$ cat config.mk
export PLATFORM = sky130hd
export DESIGN_NAME = pppc_ctrl
export DESIGN_NICKNAME = d
export VERILOG_FILES = /design/src/pppc_pkg.sv /design/src/pppc_ctrl.sv
export SDC_FILE = /design/constraint.sdc
export NUM_CORES = 1
export LEC_CHECK = 0
export ABC_AREA = 1
export BUFFER_PORTS_ARGS = -buffer_cell sky130_fd_sc_hd__buf_4
export CORE_MARGIN = 5
export CORE_UTILIZATION = 56
export DETAILED_ROUTE_END_ITERATION = 12
export PLACE_DENSITY = 0.95
export RECOVER_POWER = 50
export SYNTH_ARGS = -nofsm -noshare
export SYNTH_HDL_FRONTEND = slang
export SYNTH_SLANG_ARGS = --single-unit
export TNS_END_PERCENT = 10
$ cat constraint.sdc
create_clock -name clk -period 4.8 [get_ports clk]
set_clock_uncertainty 0.2 [all_clocks]
set_input_delay 0.96 -clock clk [delete_from_list [all_inputs] [get_ports clk]]
set_output_delay 0.96 -clock clk [all_outputs]
set_load 0.01 [all_outputs]
$ cat src/pppc_pkg.sv
package pppc_pkg;

    // Time base and angle constants
    localparam int TIME_FRAC_BITS = 20;
    localparam int PI_Q13         = 25736;
    localparam int TWO_PI_Q13     = 51472;

    // Datapath widths
    localparam int ACC_W   = 48;
    localparam int DIV_W   = 34 + TIME_FRAC_BITS;
    localparam int DIV_CW  = $clog2(DIV_W + 1);
    localparam int MUL_A_W = 49;
    localparam int MUL_B_W = 21;
    localparam int PROD_W  = MUL_A_W + MUL_B_W;

    // Fraction shifts back to Q16.16
    localparam int FS_POS  = 8;
    localparam int FS_HEAD = 5;

    // Axis numbers
    localparam logic [1:0] AXIS_X = 2'd0;
    localparam logic [1:0] AXIS_Y = 2'd1;
    localparam logic [1:0] AXIS_H = 2'd2;

    // Register reset values
    localparam logic [47:0] GAINS_XY_RST   = 48'h1400_0000_001A;
    localparam logic [47:0] GAINS_HEAD_RST = 48'h0F00_0000_0000;
    localparam logic [30:0] STOP_DIST_RST  = 31'd328;
    localparam logic [14:0] STOP_ANG_RST   = 15'd41;

    typedef enum logic [2:0] {
        CFG_GAINS_X,
        CFG_GAINS_Y,
        CFG_GAINS_HEADING,
        CFG_STOP_DISTANCE,
        CFG_STOP_ANGLE
    } cfg_idx_t;

    // Multiplier operand selects
    typedef enum logic [2:0] {
        MA_ABS_EX,
        MA_ABS_EY,
        MA_SD,
        MA_ERR,
        MA_AREG,
        MA_DREG
    } mul_a_t;

    typedef enum logic [2:0] {
        MB_LO,
        MB_HI,
        MB_DT,
        MB_GP,
        MB_GI,
        MB_GD
    } mul_b_t;

    // Accumulate / update operations on the product register
    typedef enum logic [3:0] {
        AO_NONE,
        AO_SQ_SET,
        AO_SQ_ADD,
        AO_SQ_ADD_SH,
        AO_LIM_SET,
        AO_LIM_ADD_SH,
        AO_DECIDE,
        AO_ACC_UPD,
        AO_SUM_P,
        AO_SUM_I,
        AO_D_LOAD,
        AO_SUM_D,
        AO_COMMIT
    } acc_op_t;

    typedef struct packed {
        logic       load;
        logic [1:0] axis;
        mul_a_t     a_sel;
        mul_b_t     b_sel;
        acc_op_t    op;
        logic       div_start;
        logic       emit;
    } dp_cmd_t;

    typedef struct packed {
        logic in_window;
        logic div_done;
    } dp_status_t;

endpackage

$ cat src/pppc_ctrl.sv
module pppc_ctrl
    import pppc_pkg::*;
(
    input  logic       clk,
    input  logic       rst_n,
    input  logic       in_valid,
    input  logic       in_command,
    input  logic       in_dt_zero,
    output logic       in_ready,
    output logic       out_valid,
    input  logic       out_ready,
    input  dp_status_t status,
    output dp_cmd_t    cmd
);

    typedef enum logic [1:0] {
        S_IDLE,
        S_RUN,
        S_EMIT
    } state_t;

    state_t     state_reg;
    logic [3:0] step_reg;
    logic [1:0] axis_reg;
    logic       out_valid_reg;
    logic       emit_ok;

    assign emit_ok = !out_valid_reg || out_ready;

    // Step program: stop test in steps 0-7, one PID axis in steps 8-15
    always_comb
    begin
        cmd           = '0;
        cmd.axis      = axis_reg;
        cmd.a_sel     = MA_ERR;
        cmd.b_sel     = MB_DT;
        cmd.op        = AO_NONE;
        case (state_reg)
            S_IDLE:
            begin
                cmd.load = in_valid;
            end
            S_RUN:
            begin
                case (step_reg)
                    4'd0:  begin cmd.a_sel = MA_ABS_EX; cmd.b_sel = MB_LO; end
                    4'd1:
                    begin
                        cmd.a_sel = MA_ABS_EX; cmd.b_sel = MB_HI; cmd.op = AO_SQ_SET;
                    end
                    4'd2:
                    begin
                        cmd.a_sel = MA_ABS_EY; cmd.b_sel = MB_LO; cmd.op = AO_SQ_ADD_SH;
                    end
                    4'd3:
                    begin
                        cmd.a_sel = MA_ABS_EY; cmd.b_sel = MB_HI; cmd.op = AO_SQ_ADD;
                    end
                    4'd4:
                    begin
                        cmd.a_sel = MA_SD; cmd.b_sel = MB_LO; cmd.op = AO_SQ_ADD_SH;
                    end
                    4'd5:
                    begin
                        cmd.a_sel = MA_SD; cmd.b_sel = MB_HI; cmd.op = AO_LIM_SET;
                    end
                    4'd6:  cmd.op = AO_LIM_ADD_SH;
                    4'd7:  cmd.op = AO_DECIDE;
                    4'd8:  begin cmd.a_sel = MA_ERR; cmd.b_sel = MB_DT; end
                    4'd9:
                    begin
                        cmd.op = AO_ACC_UPD; cmd.div_start = 1'b1;
                        cmd.a_sel = MA_ERR; cmd.b_sel = MB_GP;
                    end
                    4'd10:
                    begin
                        cmd.op = AO_SUM_P; cmd.a_sel = MA_AREG; cmd.b_sel = MB_GI;
                    end
                    4'd11: cmd.op = AO_SUM_I;
                    4'd12: cmd.op = status.div_done ? AO_D_LOAD : AO_NONE;
                    4'd13: begin cmd.a_sel = MA_DREG; cmd.b_sel = MB_GD; end
                    4'd14: cmd.op = AO_SUM_D;
                    4'd15: cmd.op = AO_COMMIT;
                    default: cmd.op = AO_NONE;
                endcase
            end
            S_EMIT:
            begin
                cmd.emit = emit_ok;
            end
            default: cmd = '0;
        endcase
    end

    // Sequencer state and output valid
    always_ff @(posedge clk or negedge rst_n)
    begin
        if (!rst_n)
        begin
            state_reg     <= S_IDLE;
            step_reg      <= '0;
            axis_reg      <= AXIS_X;
            out_valid_reg <= 1'b0;
        end
        else
        begin
            if (out_valid_reg && out_ready)
                out_valid_reg <= 1'b0;
            case (state_reg)
                S_IDLE:
                begin
                    if (in_valid && in_command && !in_dt_zero)
                    begin
                        state_reg <= S_RUN;
                        step_reg  <= '0;
                        axis_reg  <= AXIS_X;
                    end
                end
                S_RUN:
                begin
                    if (step_reg == 4'd7)
                    begin
                        if (status.in_window)
                            state_reg <= S_EMIT;
                        else
                            step_reg <= 4'd8;
                    end
                    else if (step_reg == 4'd12)
                    begin
                        if (status.div_done)
                            step_reg <= 4'd13;
                    end
                    else if (step_reg == 4'd15)
                    begin
                        if (axis_reg == AXIS_H)
                        begin
                            state_reg <= S_EMIT;
                        end
                        else
                        begin
                            axis_reg <= axis_reg + 1'b1;
                            step_reg <= 4'd8;
                        end
                    end
                    else
                    begin
                        step_reg <= step_reg + 1'b1;
                    end
                end
                S_EMIT:
                begin
                    if (emit_ok)
                    begin
                        out_valid_reg <= 1'b1;
                        state_reg     <= S_IDLE;
                    end
                end
                default: state_reg <= S_IDLE;
            endcase
        end
    end

    assign in_ready  = state_reg == S_IDLE;
    assign out_valid = out_valid_reg;

endmodule

==> results.json, run 1 <==
{
  "endpoint_required_time_on_the_critical_path_ns": 3.64,
  "worstHoldStart": "axis_reg[0]$_DFFE_PN0P_",
  "clock-sinks": 9,
  "floorplan.initialDensity": 0.577,
  "grt_antenna_before_repair": 0,
  "seqCellArea_sq_um": 225,
  "final-max-slew-violation-count": 0,
  "drc_violation_total_after_the_first_tritonroute_iteration": 42,
  "post_cts.resized_instances": 0,
  "crit-reg2reg-launch": "step_reg[0]$_DFFE_PN0P_",
  "detail_route.drc_violations": 0,
  "number_of_distinct_library_cells_after_synthesis": 17,
  "async_flop_share": 1.00,
  "power_per_cell_area_nw_per_um2": 448,
  "regToRegEndpoint": "step_reg[2]$_DFFE_PN0P_",
  "reg2reg_depth": 8,
  "worst-slew-pin-transition_ns": 0.500,
  "synth_largest_type_area_fraction": 0.228,
  "netlist_instances": 172,
  "route.detailed.vias_per_inst": 5.43,
  "fillers": 157,
  "final_core_area_utilization": 0.692,
  "antenna_violating_nets_post_route": 0,
  "die_w_um": 52.0,
  "count_of_flip_flops_with_a_built_in_enable_after_synthesis": 0,
  "hold_end": "axis_reg[0]$_DFFE_PN0P_",
  "multiInputGateArea_sq_um": 638,
  "postCtsSetupRepairBufs": 0,
  "drt-total-wl_mm": 2.53,
  "setup.reg_to_reg.worst_slack_ns": 2.80,
  "count_of_hold_buffers_inserted_by_post_cts_repair": 0,
  "grt_pass1_vias": 1128,
  "endpoint_kind": "output port",
  "drive_above_1_share": 0.149,
  "timing.hold.worst.class": "reg2reg",
  "ctsRootBufferMaster": "sky130_fd_sc_hd__clkbuf_4",
  "maximum_fanout_count_along_the_critical_path": 7,
  "clockBufferDepth": 2,
  "ys_dominant_reg_cell": "sky130_fd_sc_hd__dfrtp_1",
  "die_area_sq_um": 2700,
  "timing.critical_path.from_type": "register",
  "syn_nets": 186,
  "largest_register_ffs": 4,
  "port_buffers": 24,
  "drv.max_cap_violation_count": 0,
  "max_slew_margin": 0.666,
  "power.leakage_uw": 0.000685,
  "mappedNetlistArea_sq_um": 986,
  "yosys.area.top_type": "sky130_fd_sc_hd__dfrtp_1",
  "ys_top_cells_by_count": "sky130_fd_sc_hd__nand2_1, sky130_fd_sc_hd__nor2_1, sky130_fd_sc_hd__inv_1",
  "fp.coreArea_sq_um": 1710,
  "timing.final.crit_period_ns": 3.05,
  "firstDrtPassIters": 4,
  "ys_ff_latch": 9,
  "synth_seq_area_share": 0.228,
  "num_io_pins": 25,
  "timing.fmax_mhz": 328,
  "antenna-diode-count": 0,
  "place.gp.congestion": 0.933,
  "h_tree_levels": 1,
  "clock_tree_from_tritoncts": "yes",
  "synthTopCellsByArea": "sky130_fd_sc_hd__dfrtp_1, sky130_fd_sc_hd__nand2_1, sky130_fd_sc_hd__nor2_1",
  "period_utilization": 0.636,
  "fp.dieH_um": 52.0,
  "totalNegativeSetupSlack_ns": 0,
  "total_cts_buffers": 3,
  "dp_hpwl_mm": 2.05,
  "wl_per_cell_um": 11.5,
  "syn_avg_cell_area_sq_um": 5.73,
  "grt_use_total": 0.210,
  "grt_first_pass_wirelength_mm": 4.45,
  "vias": 1194,
  "grt_start_max_net_pins": 16,
  "clkLatencyLatePin_ns": 0.26,
  "data_arrival_time_of_the_worst_path_ns": 1.89,
  "critPathLaunch": "step_reg[0]$_DFFE_PN0P_",
  "irDropWorstVdd_mv": 0.278,
  "fin_nets": 210,
  "num_rows": 15,
  "holdPathStages": 2,
  "timing_worst_setup_path_type": "reg2out",
  "cts.clk_slew.worst_paths_ns": 0.06,
  "syn_to_final_growth_pct": 19.8,
  "overflow": 0,
  "synth_warnings": 0,
  "hold_violations": 0,
  "setup_violations": 0,
  "outcome": "finished clean",
  "setup_repair_after_global_routing_missed_its_margin": "false",
  "yosys.cell_count.top_type": "sky130_fd_sc_hd__nand2_1"
}
[per-layer routing]
layer | GRT usage | routed length (um) | up-vias
met4 | 0.0961 | 41 | 0
met1 | 0.250 | 1060 | 520
met5 | 0 | 0 | -
met2 | 0.368 | 1230 | 69
met3 | 0.0287 | 209 | 7
li1 | - | - | 598
[metrics by stage]
step / hold slack (ns) / std cells / area, sq um / total power, uW / setup slack (ns)
floorplan: 0.263 / 172 / 986 / 359 / 2.22
global placement: 0.284 / 216 / 1170 / 459 / 2.11
detailed placement: 0.284 / 216 / 1170 / 471 / 2.06
CTS: 0.297 / 220 / 1200 / 529 / 1.77
global route: 0.347 / 220 / 1180 / 583 / 1.53
finish: 0.294 / 220 / 1180 / 529 / 1.75
[layout make-up]
type	count	area share
clock buffer	3	0.0191
clock inverter	1	0.00424
inverter	23	0.0731
multi-input combinational	135	0.540
sequential	9	0.191
tap	25	0.0265
timing repair buffer	24	0.146
[power breakdown]
part | total, uW | switching, uW | internal [uW]
registers | 130 | 36.2 | 94.1
clock network | 57.2 | 26.5 | 30.7
logic | 341 | 203 | 138
[logic make-up after synthesis]
group,share of synthesized area
simple gates,0.486
buf+inv,0.117
compound gates,0.0926
flops,0.228
fa+ha+maj,0.0761
[how the worst max path moves through the flow]
stage | to | slack (ns) | cells after the start
after global placement | cmd[10] | 2.11 | 8
after detailed placement | cmd[10] | 2.06 | 8
final | cmd[10] | 1.75 | 8
after CTS | cmd[10] | 1.77 | 8
after global routing | cmd[10] | 1.53 | 8
after floorplan | cmd[11] | 2.22 | 7
[critical path: stages, from the launching register on]
cell	delay [ns]
sky130_fd_sc_hd__dfrtp_1	0.47
sky130_fd_sc_hd__inv_1	0.12
sky130_fd_sc_hd__ha_1	0.26
sky130_fd_sc_hd__nand3_1	0.11
sky130_fd_sc_hd__o21ai_0	0.14
sky130_fd_sc_hd__nor2_1	0.12
sky130_fd_sc_hd__nand3_1	0.12
sky130_fd_sc_hd__a21oi_1	0.15
sky130_fd_sc_hd__buf_4	0.14
[cell usage in the layout, fill, tap and decap left out]
cell type and n:
sky130_fd_sc_hd__nor2_1 30, sky130_fd_sc_hd__o21ai_1 1, sky130_fd_sc_hd__clkinv_2 1, sky130_fd_sc_hd__ha_1 6
sky130_fd_sc_hd__clkbuf_4 4, sky130_fd_sc_hd__a21oi_1 13, sky130_fd_sc_hd__o21ai_0 3, sky130_fd_sc_hd__nand4_1 4
sky130_fd_sc_hd__nor2_2 1, sky130_fd_sc_hd__nand3_1 21, sky130_fd_sc_hd__nor3b_1 1, sky130_fd_sc_hd__inv_1 23
sky130_fd_sc_hd__a31oi_1 1, sky130_fd_sc_hd__nand3_2 2, sky130_fd_sc_hd__clkbuf_1 2, sky130_fd_sc_hd__nand2_1 52
sky130_fd_sc_hd__buf_4 21, sky130_fd_sc_hd__dfrtp_1 9
Power figures use the tool's default switching activity.
==> inputs of run 2 (changes only) <==
--- a/config.mk
+++ b/config.mk
@@ -8,9 +8,9 @@
 export ABC_AREA = 1
 export BUFFER_PORTS_ARGS = -buffer_cell sky130_fd_sc_hd__buf_4
 export CORE_MARGIN = 5
-export CORE_UTILIZATION = 56
+export CORE_UTILIZATION = 52
 export DETAILED_ROUTE_END_ITERATION = 12
-export PLACE_DENSITY = 0.95
+export PLACE_DENSITY = 0.89
 export RECOVER_POWER = 50
 export SYNTH_ARGS = -nofsm -noshare
 export SYNTH_HDL_FRONTEND = slang
==> constraint.sdc (replaced) <==
create_clock -name clk -period 3.11 [get_ports clk]
set_clock_uncertainty 0.2 [all_clocks]
set_input_delay 0.622 -clock clk [delete_from_list [all_inputs] [get_ports clk]]
set_output_delay 0.622 -clock clk [all_outputs]
set_load 0.01 [all_outputs]
==> results.json, run 2 (synthesis results as in run 1) <==
{
  "endpoint_required_time_on_the_critical_path_ns": 2.29,
  "power_per_cell_area_nw_per_um2": 682,
  "top_layer_used": "met4",
  "fillers": 192,
  "clkLatencyLatePin_ns": 0.26,
  "dp_hpwl_mm": 2.02,
  "timing.final.crit_period_ns": 2.77,
  "maximum_fanout_count_along_the_critical_path": 7,
  "overflow": 0,
  "grt_use_total": 0.211,
  "clockBufferDepth": 2,
  "max_slew_margin": 0.673,
  "timing_worst_setup_path_type": "reg2out",
  "total_cts_buffers": 3,
  "h_tree_levels": 1,
  "worstHoldStart": "axis_reg[1]$_DFFE_PN0P_",
  "vias": 1183,
  "num_rows": 15,
  "crit-reg2reg-launch": "step_reg[1]$_DFFE_PN0P_",
  "setup_repair_after_global_routing_missed_its_margin": "false",
  "m1WireLength_mm": 1.07,
  "drive_above_1_share": 0.138,
  "power.leakage_uw": 0.000678,
  "floorplan.initialDensity": 0.559,
  "reg2reg_depth": 8,
  "wl_met2_mm": 1.29,
  "drc_violation_total_after_the_first_tritonroute_iteration": 25,
  "timing.critical_path.from_type": "register",
  "setup.reg_to_reg.worst_slack_ns": 1.11,
  "slowest_delay_ns": 0.48,
  "detail_route.drc_violations": 0,
  "route.detailed.vias_per_inst": 5.35,
  "outcome": "finished clean",
  "endpoint_kind": "output port",
  "routed-wl-met3_um": 201,
  "mostFrequentLayoutCell": "sky130_fd_sc_hd__nand2_1",
  "timing.hold.worst.class": "reg2reg",
  "grt_antenna_before_repair": 0,
  "fp.coreArea_sq_um": 1760,
  "regToRegEndpoint": "step_reg[0]$_DFFE_PN0P_",
  "period_utilization": 0.890,
  "timing.critical_path.slowest_stage_cell": "sky130_fd_sc_hd__dfrtp_1",
  "clock_tree_from_tritoncts": "yes",
  "antenna-diode-count": 0,
  "port_buffers": 24,
  "grt_first_pass_wirelength_mm": 4.58,
  "final-max-slew-violation-count": 0,
  "fin_nets": 211,
  "number_of_placed_instances_with_taps_included": 216,
  "critical_path.top_delay_family": "simple AND/OR/NAND/NOR gates",
  "drv.max_cap_violation_count": 0,
  "totalNegativeSetupSlack_ns": 0,
  "clock-sinks": 9,
  "place.gp.congestion": 0.896,
  "syn_to_final_growth_pct": 20.2,
  "ctsRootBufferMaster": "sky130_fd_sc_hd__clkbuf_4",
  "worst-slew-pin-transition_ns": 0.489,
  "total_buffers_and_inverters_traversed_by_the_critical_path": 2,
  "final_core_area_utilization": 0.672,
  "die_area_sq_um": 2870,
  "firstDrtPassIters": 4,
  "drt-total-wl_mm": 2.58,
  "holdPathStages": 2,
  "cts.clk_slew.worst_paths_ns": 0.06,
  "num_io_pins": 25,
  "irDropWorstVdd_mv": 0.496,
  "fp.dieH_um": 53.5,
  "data_arrival_time_of_the_worst_path_ns": 1.95,
  "wl_per_cell_um": 11.7,
  "timing.fmax_mhz": 361,
  "finalNonFillerCells": 221,
  "largest_register_ffs": 4,
  "postCtsSetupRepairBufs": 0,
  "grt_start_max_net_pins": 16,
  "hold_end": "axis_reg[1]$_DFFE_PN0P_",
  "setup_violations": 0,
  "die_w_um": 53.5,
  "layout.cells.most_common_list": "sky130_fd_sc_hd__nand2_1, sky130_fd_sc_hd__nor2_1, sky130_fd_sc_hd__inv_1",
  "hold_violations": 0,
  "hold-worst-slack_ns": 0.300,
  "antenna_violating_nets_post_route": 0,
  "path_cells": "inv_1 -> ha_1 -> nand3_2 -> nand2_1 -> nor2_1 -> nand3_1 -> a21oi_1 -> buf_4",
  "grt_pass1_vias": 1146
}
## run 2: changes by cell type in the layout (fill, tap and decap cells not counted), sizes merged
cell,before,now
dlygate4sd3,0,1
clkbuf,6,8
buf,21,19
## run 2: stage by stage
stage	worst slack, ns	area (sq um)	power (uW)
finish	0.341	1180	809
global route	0.195	1180	900
CTS	0.378	1210	821
detailed placement	0.671	1170	727
global placement	0.785	1170	709
floorplan	0.867	986	554
## run 2: layout make-up
type | instances | area, sq um | area share
Multi-Input combinational cell | 135 | 643 | 0.543
Timing Repair Buffer | 25 | 171 | 0.145
Clock buffer | 3 | 22.5 | 0.0190
Clock inverter | 1 | 5.00 | 0.00422
Sequential cell | 9 | 225 | 0.190
Tap cell | 25 | 31.3 | 0.0264
Inverter | 23 | 86.3 | 0.0729
## run 2: worst min-delay path: cells and delay by family, from the launching register on
family	cells	cell delay, ns
and+or+nand+nor	2	0.10
DFF	1	0.37
## run 2: power breakdown
group | internal, uW | switching (uW) | total (uW) | leakage (uW)
logic | 202 | 314 | 516 | 0.000540
registers | 145 | 59.1 | 204 | 0.000121
clock network | 47.3 | 40.6 | 88.0 | 0.0000177
## run 2: timing repair
item | in CTS | in global routing
hold endpoints to repair | 9 | 0
resized for setup | 0 | 0
setup endpoints to repair | 0 | 0
hold buffers | 1 | 0
## run 2: metal layers
metal | global-route usage | vias to the layer above
li1 | - | 595
met1 | 0.265 | 533
met4 | 0.0851 | 0
met3 | 0.0139 | 2
met5 | 0 | -
met2 | 0.373 | 53
## run 2: worst max-delay path by stage
stage	start	end	depth (start not counted)	slack [ns]
2_1_floorplan	step_reg[1]$_DFFE_PN0P_	cmd[11]	7	0.87
3_3_place_gp	step_reg[1]$_DFFE_PN0P_	cmd[10]	8	0.79
3_5_place_dp	step_reg[1]$_DFFE_PN0P_	cmd[7]	8	0.67
4_1_cts	step_reg[1]$_DFFE_PN0P_	cmd[7]	8	0.38
5_1_grt	step_reg[1]$_DFFE_PN0P_	cmd[7]	8	0.19
6_report	step_reg[1]$_DFFE_PN0P_	cmd[7]	8	0.34
